`src/rtl/i2cee_pkg.sv`:
```
// Shared constants for the I2C serial EEPROM master: phase codes, command
// codes, configuration register indexes and their reset values.
// No dependencies.
`default_nettype none

package i2cee_pkg;

    // Configuration port geometry.
    localparam int CFG_IDX_W  = 3;
    localparam int CFG_DATA_W = 16;

    // Configuration register indexes.
    localparam logic [CFG_IDX_W-1:0] CFG_DEVICE_ADDRESS    = 3'd0;
    localparam logic [CFG_IDX_W-1:0] CFG_READ_COUNT        = 3'd1;
    localparam logic [CFG_IDX_W-1:0] CFG_PHASE_TICKS       = 3'd2;
    localparam logic [CFG_IDX_W-1:0] CFG_ACK_TIMEOUT       = 3'd3;
    localparam logic [CFG_IDX_W-1:0] CFG_TERMINATOR_VALUE  = 3'd4;
    localparam logic [CFG_IDX_W-1:0] CFG_TERMINATOR_ENABLE = 3'd5;

    // Configuration reset values.
    localparam logic [6:0]  RST_DEVICE_ADDRESS    = 7'd80;
    localparam logic [6:0]  RST_READ_COUNT        = 7'd14;
    localparam logic [15:0] RST_PHASE_TICKS       = 16'd1;
    localparam logic [15:0] RST_ACK_TIMEOUT       = 16'd1000;
    localparam logic [7:0]  RST_TERMINATOR_VALUE  = 8'd13;
    localparam logic        RST_TERMINATOR_ENABLE = 1'b1;

    // Command codes.
    localparam logic [1:0] FUNC_WRITE    = 2'd0;
    localparam logic [1:0] FUNC_RAND_RD  = 2'd1;
    localparam logic [1:0] FUNC_SEQ_RD   = 2'd2;
    localparam logic [1:0] FUNC_RESERVED = 2'd3;

    // Bus phase codes.
    localparam int PHASE_W = 4;
    localparam logic [PHASE_W-1:0] PH_IDLE   = 4'd0;
    localparam logic [PHASE_W-1:0] PH_START  = 4'd1;
    localparam logic [PHASE_W-1:0] PH_DEVW   = 4'd2;
    localparam logic [PHASE_W-1:0] PH_ADDR   = 4'd3;
    localparam logic [PHASE_W-1:0] PH_DATA   = 4'd4;
    localparam logic [PHASE_W-1:0] PH_HOLD   = 4'd5;
    localparam logic [PHASE_W-1:0] PH_RSTART = 4'd6;
    localparam logic [PHASE_W-1:0] PH_DEVR   = 4'd7;
    localparam logic [PHASE_W-1:0] PH_READ   = 4'd8;
    localparam logic [PHASE_W-1:0] PH_STOP   = 4'd9;

    // Bit slot positions: data bits 0..7, then the acknowledge slot.
    localparam logic [3:0] BIT_LAST_DATA = 4'd7;
    localparam logic [3:0] BIT_ACK       = 4'd8;
    localparam logic [3:0] BIT_FINAL     = 4'd9;

    // Quarters of a bit slot.
    localparam logic [1:0] Q_LOW0  = 2'd0;
    localparam logic [1:0] Q_HIGH0 = 2'd1;
    localparam logic [1:0] Q_HIGH1 = 2'd2;
    localparam logic [1:0] Q_LOW1  = 2'd3;

    // One registered result word.
    typedef struct packed {
        logic       scl_out;
        logic       sda_drive_low;
        logic       busy_res;
        logic       rd_valid;
        logic [7:0] rd_data;
        logic       rd_last;
        logic       ack_error;
    } result_t;

endpackage

`default_nettype wire

```
`src/rtl/i2c_eeprom_master.sv`:
```
// I2C serial EEPROM master: one input word is one bus tick with an SDA sample.
// The result word of an accepted input word is registered for the next cycle.
// Throughput: one word per cycle unless a result word is stalled; a tick's
// bus state update is one pass of logic between state and result registers.
// Reset (aresetn low, synchronous): bus idle, counters cleared, configuration
// registers at their defaults, no result word pending.
// Depends on i2cee_pkg.
`default_nettype none

module i2c_eeprom_master #(
    parameter int DIVIDER_WIDTH = 16
) (
    input  wire                               aclk,
    input  wire                               aresetn,
    // Configuration write port
    input  wire                               cfg_we,
    input  wire [i2cee_pkg::CFG_IDX_W-1:0]    cfg_index,
    input  wire [i2cee_pkg::CFG_DATA_W-1:0]   cfg_wdata,
    // Input channel
    input  wire                               s_valid,
    output logic                              s_ready,
    input  wire                               s_sda_in,
    input  wire                               s_cmd_valid,
    input  wire [1:0]                         s_func,
    input  wire [7:0]                         s_mem_addr,
    input  wire [7:0]                         s_wr_data,
    input  wire                               s_wr_last,
    // Result channel
    output logic                              m_valid,
    input  wire                               m_ready,
    output logic                              m_scl_out,
    output logic                              m_sda_drive_low,
    output logic                              m_busy_res,
    output logic                              m_rd_valid,
    output logic [7:0]                        m_rd_data,
    output logic                              m_rd_last,
    output logic                              m_ack_error
);

    localparam int DW = DIVIDER_WIDTH;
    localparam int EW = (DW > 16) ? DW : 16;
    localparam logic [EW-1:0] DIV_MAX = EW'((64'd1 << DW) - 64'd1);

    // Configuration registers
    logic [6:0]  device_address_reg;
    logic [6:0]  read_count_reg;
    logic [15:0] phase_ticks_reg;
    logic [15:0] ack_timeout_reg;
    logic [7:0]  terminator_value_reg;
    logic        terminator_enable_reg;

    // Bus state
    logic [i2cee_pkg::PHASE_W-1:0] phase_reg, phase_next;
    logic [1:0]    quarter_reg, quarter_next;
    logic [3:0]    bit_count_reg, bit_count_next;
    logic [7:0]    shift_reg, shift_next;
    logic [6:0]    byte_count_reg, byte_count_next;
    logic [DW-1:0] tick_count_reg, tick_count_next;
    logic [DW-1:0] wait_count_reg, wait_count_next;
    logic          write_open_reg, write_open_next;
    logic [7:0]    held_addr_reg, held_addr_next;
    logic [7:0]    held_data_reg, held_data_next;
    logic [1:0]    held_func_reg, held_func_next;

    // Result register
    logic                 m_valid_reg;
    i2cee_pkg::result_t   result_reg, result_next;

    logic          accept;
    logic [EW-1:0] pt_ext, pt_nz, at_ext, at_nz;
    logic [DW-1:0] tick_eff, ack_eff;
    logic [DW:0]   tick_inc, wait_inc;
    logic          is_tx;
    logic          halted;
    logic          last_byte;

    assign s_ready = !m_valid_reg || m_ready;
    assign accept  = s_valid && s_ready;

    // Effective timing counts: zero acts as one, capped at the counter range.
    always_comb begin
        pt_ext   = EW'(phase_ticks_reg);
        pt_nz    = (pt_ext == '0) ? EW'(1) : pt_ext;
        tick_eff = (pt_nz > DIV_MAX) ? DIV_MAX[DW-1:0] : pt_nz[DW-1:0];
        at_ext   = EW'(ack_timeout_reg);
        at_nz    = (at_ext == '0) ? EW'(1) : at_ext;
        ack_eff  = (at_nz > DIV_MAX) ? DIV_MAX[DW-1:0] : at_nz[DW-1:0];
    end

    assign tick_inc = {1'b0, tick_count_reg} + (DW+1)'(1);
    assign wait_inc = {1'b0, wait_count_reg} + (DW+1)'(1);
    assign is_tx = (phase_reg == i2cee_pkg::PH_DEVW) || (phase_reg == i2cee_pkg::PH_ADDR)
                || (phase_reg == i2cee_pkg::PH_DATA) || (phase_reg == i2cee_pkg::PH_DEVR);

    // One bus tick: command intake, quarter timing, ACK wait and slot end.
    always_comb begin
        phase_next      = phase_reg;
        quarter_next    = quarter_reg;
        bit_count_next  = bit_count_reg;
        shift_next      = shift_reg;
        byte_count_next = byte_count_reg;
        tick_count_next = tick_count_reg;
        wait_count_next = wait_count_reg;
        write_open_next = write_open_reg;
        held_addr_next  = held_addr_reg;
        held_data_next  = held_data_reg;
        held_func_next  = held_func_reg;
        halted          = 1'b0;
        last_byte       = 1'b0;
        result_next     = '0;

        if (phase_reg == i2cee_pkg::PH_IDLE) begin
            if (s_cmd_valid && s_func != i2cee_pkg::FUNC_RESERVED) begin
                held_func_next  = s_func;
                held_addr_next  = s_mem_addr;
                held_data_next  = s_wr_data;
                write_open_next = (s_func == i2cee_pkg::FUNC_WRITE) && !s_wr_last;
                phase_next      = i2cee_pkg::PH_START;
                quarter_next    = i2cee_pkg::Q_LOW0;
                bit_count_next  = '0;
                tick_count_next = '0;
                wait_count_next = '0;
                shift_next      = '0;
            end
        end else if (phase_reg == i2cee_pkg::PH_HOLD) begin
            // An open write chain takes only the next data byte.
            if (s_cmd_valid && s_func == i2cee_pkg::FUNC_WRITE) begin
                held_data_next  = s_wr_data;
                write_open_next = !s_wr_last;
                phase_next      = i2cee_pkg::PH_DATA;
                quarter_next    = i2cee_pkg::Q_LOW0;
                bit_count_next  = '0;
                tick_count_next = '0;
                wait_count_next = '0;
                shift_next      = s_wr_data;
            end
        end else if (tick_inc < {1'b0, tick_eff}) begin
            tick_count_next = tick_count_reg + DW'(1);
        end else begin
            tick_count_next = '0;

            // End of the second high quarter: ACK wait and read sampling.
            if (quarter_reg == i2cee_pkg::Q_HIGH1) begin
                if (is_tx && bit_count_reg == i2cee_pkg::BIT_ACK) begin
                    if (s_sda_in) begin
                        halted = 1'b1;
                        if (wait_inc >= {1'b0, ack_eff}) begin
                            result_next.ack_error = 1'b1;
                            write_open_next = 1'b0;
                            phase_next      = i2cee_pkg::PH_STOP;
                            quarter_next    = i2cee_pkg::Q_LOW0;
                            bit_count_next  = '0;
                            tick_count_next = '0;
                            wait_count_next = '0;
                            shift_next      = '0;
                        end else begin
                            wait_count_next = wait_count_reg + DW'(1);
                            tick_count_next = tick_eff - DW'(1);
                        end
                    end else begin
                        wait_count_next = '0;
                    end
                end
                if (!halted && phase_reg == i2cee_pkg::PH_READ
                        && bit_count_reg < i2cee_pkg::BIT_ACK) begin
                    shift_next = {shift_reg[6:0], s_sda_in};
                end
            end

            if (!halted) begin
                if (quarter_reg != i2cee_pkg::Q_LOW1) begin
                    quarter_next = quarter_reg + 2'd1;
                end else begin
                    // End of a bit slot.
                    quarter_next = i2cee_pkg::Q_LOW0;
                    if (phase_reg == i2cee_pkg::PH_START) begin
                        phase_next      = i2cee_pkg::PH_DEVW;
                        bit_count_next  = '0;
                        wait_count_next = '0;
                        shift_next      = {device_address_reg, 1'b0};
                    end else if (phase_reg == i2cee_pkg::PH_RSTART) begin
                        phase_next      = i2cee_pkg::PH_DEVR;
                        bit_count_next  = '0;
                        wait_count_next = '0;
                        shift_next      = {device_address_reg, 1'b1};
                    end else if (phase_reg == i2cee_pkg::PH_STOP) begin
                        phase_next      = i2cee_pkg::PH_IDLE;
                        bit_count_next  = '0;
                        wait_count_next = '0;
                        shift_next      = '0;
                    end else if (is_tx) begin
                        if (bit_count_reg < i2cee_pkg::BIT_ACK) begin
                            shift_next     = {shift_reg[6:0], 1'b0};
                            bit_count_next = bit_count_reg + 4'd1;
                        end else begin
                            bit_count_next  = '0;
                            wait_count_next = '0;
                            shift_next      = '0;
                            unique case (phase_reg)
                                i2cee_pkg::PH_DEVW: begin
                                    phase_next = i2cee_pkg::PH_ADDR;
                                    shift_next = held_addr_reg;
                                end
                                i2cee_pkg::PH_ADDR: begin
                                    if (held_func_reg == i2cee_pkg::FUNC_WRITE) begin
                                        phase_next = i2cee_pkg::PH_DATA;
                                        shift_next = held_data_reg;
                                    end else begin
                                        phase_next = i2cee_pkg::PH_RSTART;
                                    end
                                end
                                i2cee_pkg::PH_DATA: begin
                                    phase_next = write_open_reg ? i2cee_pkg::PH_HOLD
                                                                : i2cee_pkg::PH_STOP;
                                end
                                default: begin
                                    phase_next      = i2cee_pkg::PH_READ;
                                    byte_count_next = '0;
                                end
                            endcase
                        end
                    end else if (phase_reg == i2cee_pkg::PH_READ) begin
                        if (bit_count_reg < i2cee_pkg::BIT_LAST_DATA) begin
                            bit_count_next = bit_count_reg + 4'd1;
                        end else if (bit_count_reg == i2cee_pkg::BIT_LAST_DATA) begin
                            last_byte = (held_func_reg != i2cee_pkg::FUNC_SEQ_RD)
                                || ({1'b0, byte_count_reg} + 8'd1 >= {1'b0, read_count_reg})
                                || (terminator_enable_reg
                                    && shift_reg == terminator_value_reg);
                            result_next.rd_valid = 1'b1;
                            result_next.rd_data  = shift_reg;
                            result_next.rd_last  = last_byte;
                            bit_count_next = last_byte ? i2cee_pkg::BIT_FINAL
                                                       : i2cee_pkg::BIT_ACK;
                        end else if (bit_count_reg == i2cee_pkg::BIT_ACK) begin
                            byte_count_next = byte_count_reg + 7'd1;
                            bit_count_next  = '0;
                        end else begin
                            phase_next      = i2cee_pkg::PH_STOP;
                            bit_count_next  = '0;
                            wait_count_next = '0;
                            shift_next      = '0;
                        end
                    end
                end
            end
        end

        // Bus levels from the updated state.
        result_next.busy_res = (phase_next != i2cee_pkg::PH_IDLE);
        unique case (phase_next)
            i2cee_pkg::PH_IDLE: begin
                result_next.scl_out       = 1'b1;
                result_next.sda_drive_low = 1'b0;
            end
            i2cee_pkg::PH_HOLD: begin
                result_next.scl_out       = 1'b0;
                result_next.sda_drive_low = 1'b0;
            end
            i2cee_pkg::PH_START, i2cee_pkg::PH_RSTART: begin
                result_next.scl_out = (quarter_next == i2cee_pkg::Q_HIGH0)
                    || (quarter_next == i2cee_pkg::Q_HIGH1)
                    || (quarter_next == i2cee_pkg::Q_LOW0 && phase_next == i2cee_pkg::PH_START);
                result_next.sda_drive_low = quarter_next[1];
            end
            i2cee_pkg::PH_STOP: begin
                result_next.scl_out       = (quarter_next != i2cee_pkg::Q_LOW0);
                result_next.sda_drive_low = !quarter_next[1];
            end
            i2cee_pkg::PH_READ: begin
                result_next.scl_out = (quarter_next == i2cee_pkg::Q_HIGH0)
                                   || (quarter_next == i2cee_pkg::Q_HIGH1);
                result_next.sda_drive_low = (bit_count_next == i2cee_pkg::BIT_ACK);
            end
            default: begin
                result_next.scl_out = (quarter_next == i2cee_pkg::Q_HIGH0)
                                   || (quarter_next == i2cee_pkg::Q_HIGH1);
                result_next.sda_drive_low = (bit_count_next < i2cee_pkg::BIT_ACK)
                                         && !shift_next[7];
            end
        endcase
    end

    // Configuration registers.
    always_ff @(posedge aclk) begin
        if (!aresetn) begin
            device_address_reg    <= i2cee_pkg::RST_DEVICE_ADDRESS;
            read_count_reg        <= i2cee_pkg::RST_READ_COUNT;
            phase_ticks_reg       <= i2cee_pkg::RST_PHASE_TICKS;
            ack_timeout_reg       <= i2cee_pkg::RST_ACK_TIMEOUT;
            terminator_value_reg  <= i2cee_pkg::RST_TERMINATOR_VALUE;
            terminator_enable_reg <= i2cee_pkg::RST_TERMINATOR_ENABLE;
        end else if (cfg_we) begin
            unique case (cfg_index)
                i2cee_pkg::CFG_DEVICE_ADDRESS:    device_address_reg    <= cfg_wdata[6:0];
                i2cee_pkg::CFG_READ_COUNT:        read_count_reg        <= cfg_wdata[6:0];
                i2cee_pkg::CFG_PHASE_TICKS:       phase_ticks_reg       <= cfg_wdata;
                i2cee_pkg::CFG_ACK_TIMEOUT:       ack_timeout_reg       <= cfg_wdata;
                i2cee_pkg::CFG_TERMINATOR_VALUE:  terminator_value_reg  <= cfg_wdata[7:0];
                i2cee_pkg::CFG_TERMINATOR_ENABLE: terminator_enable_reg <= cfg_wdata[0];
                default: ;
            endcase
        end
    end

    // Bus state advances once per accepted word.
    always_ff @(posedge aclk) begin
        if (!aresetn) begin
            phase_reg      <= i2cee_pkg::PH_IDLE;
            quarter_reg    <= i2cee_pkg::Q_LOW0;
            bit_count_reg  <= '0;
            shift_reg      <= '0;
            byte_count_reg <= '0;
            tick_count_reg <= '0;
            wait_count_reg <= '0;
            write_open_reg <= 1'b0;
            held_addr_reg  <= '0;
            held_data_reg  <= '0;
            held_func_reg  <= '0;
        end else if (accept) begin
            phase_reg      <= phase_next;
            quarter_reg    <= quarter_next;
            bit_count_reg  <= bit_count_next;
            shift_reg      <= shift_next;
            byte_count_reg <= byte_count_next;
            tick_count_reg <= tick_count_next;
            wait_count_reg <= wait_count_next;
            write_open_reg <= write_open_next;
            held_addr_reg  <= held_addr_next;
            held_data_reg  <= held_data_next;
            held_func_reg  <= held_func_next;
        end
    end

    // Result register: valid flag is control, the word itself is payload.
    always_ff @(posedge aclk) begin
        if (!aresetn) begin
            m_valid_reg <= 1'b0;
        end else if (accept) begin
            m_valid_reg <= 1'b1;
        end else if (m_ready) begin
            m_valid_reg <= 1'b0;
        end
    end

    always_ff @(posedge aclk) begin
        if (accept) begin
            result_reg <= result_next;
        end
    end

    assign m_valid         = m_valid_reg;
    assign m_scl_out       = result_reg.scl_out;
    assign m_sda_drive_low = result_reg.sda_drive_low;
    assign m_busy_res      = result_reg.busy_res;
    assign m_rd_valid      = result_reg.rd_valid;
    assign m_rd_data       = result_reg.rd_data;
    assign m_rd_last       = result_reg.rd_last;
    assign m_ack_error     = result_reg.ack_error;

endmodule

`default_nettype wire

```
`config.mk`:
```
export PLATFORM = sky130hd
export DESIGN_NAME = i2c_eeprom_master
export DESIGN_NICKNAME = d
export VERILOG_FILES = /design/src/rtl/i2cee_pkg.sv /design/src/rtl/i2c_eeprom_master.sv
export SDC_FILE = /design/constraint.sdc
export NUM_CORES = 1
export LEC_CHECK = 0
export BUFFER_PORTS_ARGS = -buffer_cell sky130_fd_sc_hd__buf_4
export CORE_MARGIN = 2
export CORE_UTILIZATION = 30
export CTS_CLUSTER_DIAMETER = 120
export DETAILED_ROUTE_END_ITERATION = 10
export SLEW_MARGIN = 25
export SYNTH_ARGS = -nofsm -noshare
export SYNTH_HDL_FRONTEND = slang
export SYNTH_SLANG_ARGS = --single-unit
```
`constraint.sdc`:
```
create_clock -name aclk -period 4.95 [get_ports aclk]
set_clock_uncertainty 0.2 [all_clocks]
set_input_delay 1.2375 -clock aclk [delete_from_list [all_inputs] [get_ports aclk]]
set_output_delay 1.2375 -clock aclk [all_outputs]
set_load 0.03 [all_outputs]
```
==> reports/metrics.yaml, run 1 <==
synth:
  synthCells: 1176
  synth-seq-cells: 146
  seq_area_frac_synth: 0.330
  yosys_warnings: 0
  yosys_most_used_dff: "dfxtp_1"
  avgSynthCellArea_um2: 7.88
  netlist_area_um2: 9270
  ys_types: 74
  yosys-top-cells-area: "dfxtp_1, nand2_1, ha_1"
  synth_top_area_cell: "dfxtp_1"
  syn_nets: 1270
  async_flop_share: 0
  synth_top_area_frac: 0.285
  synth_edf_count: 14
worst_setup_path:
  reg2reg_to: "m_sda_drive_low"
  endpoint_kind: "flip-flop"
  reg2reg_depth: 17
  cp.arrival_ns: 4.73
  r2r_setup_slack_ns: 0.29
  reg2reg_from: "wait_count_reg[0]"
  cp.required_ns: 5.02
  path_class: "reg -> reg"
  startpoint_type: "flip-flop"
  critPathMaxFanout: 14
global_route:
  antenna_found_initial: 0
  grt_pass1_wl_mm: 44.0
  grt_pass1_vias: 8033
  track_usage: 0.169
  grt_remaining_overflow: 0
  grt_max_degree: 66
hold_path:
  min_from: "held_data_reg[1]"
  hold_class: "reg -> reg"
  holdPathEnd: "held_data_reg[1]"
  hold_path_depth: 2
sta:
  worst_slew_pin_slew_ns: 0.898
  fmax_ghz: 0.215
  setup_tns_ns: 0
  slew_viol_final: 0
  fin_crit_sh: 0.941
  maxSlewHeadroom: 0.397
  rsz0062_at_grt: "no"
  period_minus_slack_ns: 4.66
  hold_slack_ns: 0.271
  finalHoldViolations: 0
  setup_viol: 0
clocking:
  clock-root-buffer: "clkbuf_16"
  cts_hold_buf: 0
  cts_buffer_depth: 2
  numCtsBuffers: 17
  numClockSinks: 146
  clkTransAtPathRegs_ns: 0.07
  cts_tree: "yes"
  cts_max_level: 4
  insertion_delay_ns: 0.44
final_layout:
  seqCellArea_um2: 3060
  post-route-cell-area_um2: 10800
  multiInputGateArea_um2: 5820
  antenna_cells: 0
  syn2layout_area_growth_pct: 16.6
  fin_nets: 1318
  fillers: 3171
  drive_above_1_share: 0.121
drt:
  postRouteAntennaNets: 0
  first_pass_iters: 5
  wl_mm: 27.7
  num_vias: 8591
  wl_per_cell_um: 17.0
  route.detailed.drc: 0
  drt_iter0_markers: 728
  avgViaCountPerCell: 5.26
status:
  status: "complete, no violations"
power_and_ir_drop:
  p_sw_mw: 0.888
  peakVddDrop_mv: 0.246
  p_per_area_nw_per_um2: 281
  clockPowerShare: 0.418
  p_comb_frac: 0.169
  p_int_mw: 2.15
  swShare: 0.292
  power_frac_seq: 0.413
  p_leak_nw: 4.23
job:
  maxCapViolations: 0
die:
  core_um2: 30500
  io_pins: 61
  die_w_um: 180
  rows: 64
  initial_core_util: 0.304
  die_h_um: 180
  die-area_um2: 32300
place:
  port_buffers: 60
  gp_congestion: 0.928
  place_area_um2: 10200
  dp_hpwl_mm: 20.6
[worst max-delay path by stage]
| stage | startpoint | cells past startpoint | to |
|---|---|---|---|
| floorplan | wait_count_reg[0] | 18 | m_sda_drive_low |
| CTS | wait_count_reg[0] | 17 | m_sda_drive_low |
| global route | wait_count_reg[0] | 17 | m_sda_drive_low |
| finish | wait_count_reg[0] | 17 | m_sda_drive_low |
| detailed placement | wait_count_reg[0] | 17 | m_sda_drive_low |
| global placement | wait_count_reg[0] | 17 | m_sda_drive_low |
[cells by family after synthesis]
| logic type | count (synthesis) | share of synthesized area |
|---|---|---|
| compound gates | 295 | 0.219 |
| xor+xnor | 53 | 0.0501 |
| fa+ha+maj | 50 | 0.0672 |
| buf+inv | 111 | 0.0468 |
| flops | 146 | 0.330 |
| mux | 20 | 0.0232 |
| simple gates | 501 | 0.263 |
[critical path: stages, from the launching register on]
cell and delay (ns):
dfxtp_1 0.41, ha_2 0.27, nand3_1 0.10, or2_2 0.34
nor2b_1 0.17, nand4_1 0.13, xnor2_1 0.17, ha_1 0.30
nand3_1 0.12, or3_1 0.39, nor3_1 0.15, a32o_2 0.24
nor2_4 0.11, a222oi_1 0.40, and2_4 0.25, nand2_2 0.05
or4_4 0.47, a211oi_2 0.21
[Yosys cell counts (25+ instances only)]
master,number
nand2_1,203
dfxtp_1,132
nor2_1,64
a21boi_0,58
o21ai_0,54
nor2b_1,53
clkbuf_1,52
inv_1,50
ha_1,49
a21oi_1,45
nand3_1,45
a22oi_1,41
xnor2_1,33
nor3_1,25
[cell type report]
| cell class | instances | area share |
|---|---|---|
| clock buffers | 21 | 0.0436 |
| clock inverters | 10 | 0.00914 |
| inverters | 50 | 0.0174 |
| multi-input cells | 919 | 0.538 |
| flip-flops and latches | 146 | 0.283 |
| well taps | 396 | 0.0458 |
| repair buffers | 90 | 0.0625 |
[what timing repair did]
action | in CTS | in global routing
endpoints found under the setup margin | 0 | 2
resized for setup | 0 | 8
setup buffers | 0 | 3
[layer usage]
layer  global-route usage  share of wire  up-vias
met5                    0              0        -
met4               0.0680          0.026        0
met3               0.0324          0.058       42
met2                0.268           0.46      282
met1                0.225           0.46     3991
li1                     -              -     4276
[layout by cell type, fill, tap and decap left out, types with 33 or more instances in the layout]
cell      instances
a21boi_0         58
a21oi_1          45
a22oi_1          41
buf_4            90
dfxtp_1         132
ha_1             48
inv_1            50
nand2_1         203
nand3_1          45
nor2_1           64
nor2b_1          53
o21ai_0          54
xnor2_1          33
[stage by stage]
step	instances	utilization	power, mW	setup WS (ns)
floorplan	1176	-	1.59	0.433
global placement	1598	0.333	1.77	0.419
detailed placement	1598	0.333	1.77	0.241
CTS	1629	0.352	3.05	0.198
global route	1632	0.354	3.16	0.00816
finish	1632	0.354	3.04	0.292
[power groups by stage]
| stage | clock (mW) | sequential (mW) | combinational (mW) |
|---|---|---|---|
| 6_report | 1.27 | 1.26 | 0.514 |
| 5_1_grt | 1.35 | 1.26 | 0.559 |
| 4_1_cts | 1.30 | 1.25 | 0.492 |
| 3_5_place_dp | 0 | 1.28 | 0.490 |
| 3_3_place_gp | 0 | 1.28 | 0.489 |
| 2_1_floorplan | 0 | 1.29 | 0.298 |
Power figures use the tool's default switching activity.
==> run 2: changes to the inputs <==
==> constraint.sdc (replaced) <==
create_clock -name aclk -period 4.95 [get_ports aclk]
set_clock_uncertainty 0.2 [all_clocks]
set_input_delay 0.7425 -clock aclk [delete_from_list [all_inputs] [get_ports aclk]]
set_output_delay 0.7425 -clock aclk [all_outputs]
set_load 0.03 [all_outputs]
==> reports/metrics.yaml, run 2 (same netlist as run 1, synthesis figures left out) <==
status:
  status: "complete, no violations"  # unchanged
clocking:
  insertion_delay_ns: 0.44  # about the same
  cts_buffer_depth: 2  # unchanged
  cts_max_level: 4  # unchanged
  clock-root-buffer: "clkbuf_16"  # unchanged
  numCtsBuffers: 17  # unchanged
  cts_tree: "yes"  # unchanged
  numClockSinks: 146  # unchanged
  clkTransAtPathRegs_ns: 0.06  # was 0.07 ns
worst_setup_path:
  cp.required_ns: 5.03  # was 5.02 ns
  crit_slowest_cell: "or4_4"  # unchanged
  path_class: "reg -> reg"  # unchanged
  startpoint_type: "flip-flop"  # unchanged
  r2r_setup_slack_ns: 0.31  # was 0.29 ns
  cp_slowest_stage_delay_ns: 0.48  # was 0.47 ns
  reg2reg_from: "wait_count_reg[0]"  # unchanged
  critical_path.cell_chain: "ha_1 -> nand3_1 -> or2_2 -> nor2b_1 -> nand4_1 -> xnor2_1 -> ha_1 -> nand3_1 -> or3_1 -> nor3_1 -> a32o_2 -> nor2_4 -> a222oi_1 -> and2_4 -> nand2_2 -> or4_4 -> a211oi_2"  # was ha_2 -> nand3_1 -> or2_2 -> nor2b_1 -> nand4_1 -> xnor2_1 -> ha_1 -> nand3_1 -> or3_1 -> nor3_1 -> a32o_2 -> nor2_4 -> a222oi_1 -> and2_4 -> nand2_2 -> or4_4 -> a211oi_2
  reg2reg_depth: 17  # unchanged
  worst-path-buf-inv: 0  # unchanged
  endpoint_kind: "flip-flop"  # unchanged
  cp.arrival_ns: 4.71  # was 4.73 ns
  crit_cells: 17  # unchanged
  reg2reg_to: "m_sda_drive_low"  # unchanged
  cpLargestDelayFamily: "simple AND/OR/NAND/NOR gates"  # unchanged
  critPathMaxFanout: 14  # unchanged
  crit_start: "wait_count_reg[0]"  # unchanged
power_and_ir_drop:
  power_mw: 3.00  # was 3.04 mW
  p_per_area_nw_per_um2: 280  # was 281 nW/um2
  p_comb_frac: 0.167  # was 0.169
  power_frac_seq: 0.418  # was 0.413
  peakVddDrop_mv: 0.246  # about the same
  swShare: 0.298  # was 0.292
  clockPowerShare: 0.415  # was 0.418
  p_sw_mw: 0.895  # was 0.888 mW
  p_leak_nw: 4.19  # was 4.23 nW
  p_int_mw: 2.11  # was 2.15 mW
hold_path:
  holdPathEnd: "held_data_reg[1]"  # unchanged
  hold_class: "reg -> reg"  # unchanged
  min_from: "held_data_reg[1]"  # unchanged
  hold_path_depth: 2  # unchanged
place:
  gp_congestion: 0.930  # was 0.928
  port_buffers: 60  # unchanged
  place_area_um2: 10200  # about the same
  placed_cells: 1596  # was 1598
  dp_hpwl_mm: 20.5  # was 20.6 mm
sta:
  rsz0062_at_grt: "no"  # unchanged
  worst_slew_pin_slew_ns: 1.02  # was 0.898 ns
  finalHoldViolations: 0  # unchanged
  slew_viol_final: 0  # unchanged
  fin_crit_sh: 0.937  # was 0.941
  hold_slack_ns: 0.270  # was 0.271 ns
  maxSlewHeadroom: 0.317  # was 0.397
  setup_tns_ns: 0  # unchanged
  setup_viol: 0  # unchanged
  fmax_ghz: 0.216  # was 0.215 GHz
  period_minus_slack_ns: 4.64  # was 4.66 ns
die:
  initial_core_util: 0.304  # unchanged
  die-area_um2: 32300  # unchanged
  die_w_um: 180  # unchanged
  core_um2: 30500  # unchanged
  rows: 64  # unchanged
  io_pins: 61  # unchanged
  die_h_um: 180  # unchanged
global_route:
  antenna_found_initial: 0  # unchanged
  grt_pass1_vias: 7984  # was 8033
  grt_max_degree: 71  # was 66
  track_usage: 0.167  # was 0.169
  grt_remaining_overflow: 0  # unchanged
  grt_pass1_wl_mm: 43.8  # was 44.0 mm
drt:
  wl_mm: 27.3  # was 27.7 mm
  avgViaCountPerCell: 5.31  # was 5.26
  first_pass_iters: 5  # unchanged
  num_vias: 8653  # was 8591
  wl_per_cell_um: 16.8  # was 17.0 um
  drt_iter0_markers: 661  # was 728
  route.detailed.drc: 0  # unchanged
  postRouteAntennaNets: 0  # unchanged
final_layout:
  drive_above_1_share: 0.117  # was 0.121
  antenna_cells: 0  # unchanged
  layout_commonest_cell: "nand2_1"  # unchanged
  post-route-cell-area_um2: 10700  # was 10800 um2
  final_cell_mix: "nand2_1, dfxtp_1, buf_4"  # unchanged
  fin_cells: 1629  # was 1632
  syn2layout_area_growth_pct: 16.0  # was 16.6%
  fin_nets: 1314  # was 1318
job:
  maxCapViolations: 0  # unchanged
run 2: changes by cell type in the layout (fill, tap and decap cells not counted), sizes merged:
cell | previous run | this run
inv | 53 | 56
clkbuf | 21 | 19
clkinv | 6 | 3
buf | 90 | 86
clkinvlp | 0 | 3
run 2: how the worst max path moves through the flow:
stage,endpoint,slack (ns)
finish,m_sda_drive_low,0.31
global route,m_sda_drive_low,0.0003
CTS,m_sda_drive_low,0.29
detailed placement,m_sda_drive_low,0.31
global placement,m_sda_drive_low,0.41
floorplan,m_sda_drive_low,0.43
run 2: worst register-to-register path, stage by stage, from the launching register on:
cell	delay, ns
dfxtp_1	0.39
ha_1	0.29
nand3_1	0.12
or2_2	0.34
nor2b_1	0.18
nand4_1	0.13
xnor2_1	0.17
ha_1	0.30
nand3_1	0.12
or3_1	0.38
nor3_1	0.14
a32o_2	0.24
nor2_4	0.11
a222oi_1	0.41
and2_4	0.25
nand2_2	0.04
or4_4	0.48
a211oi_2	0.19
run 2: metal layers:
layer / wire length, um / track usage
met5: 0 / 0
met4: 963 / 0.0680
met3: 1910 / 0.0357
met2: 12200 / 0.262
met1: 12200 / 0.223
run 2: area by class of cell:
cell class	count	area, um2
clock buffers	19	433
clock inverters	13	124
fillers	3151	19800
inverters	50	188
multi-input cells	919	5800
flip-flops and latches	146	3060
well taps	396	495
repair buffers	86	646
run 2: metrics by stage:
stage	util	setup slack, ns
floorplan	-	0.433
global placement	0.333	0.407
detailed placement	0.333	0.311
CTS	0.351	0.294
global route	0.352	0.000302
finish	0.352	0.313
run 2: what timing repair did:
| item | in CTS | in global routing |
|---|---|---|
| endpoints found under the setup margin | 0 | 2 |
| setup buffers | 0 | 1 |
| hold buffers | 0 | 0 |
| gates resized for setup | 0 | 6 |
run 2: power by group through the flow:
stage	Clock (mW)	Sequential [mW]	Combinational (mW)
2_1_floorplan	0	1.29	0.298
3_3_place_gp	0	1.28	0.483
3_5_place_dp	0	1.28	0.486
4_1_cts	1.27	1.25	0.487
5_1_grt	1.32	1.26	0.545
6_report	1.25	1.25	0.502
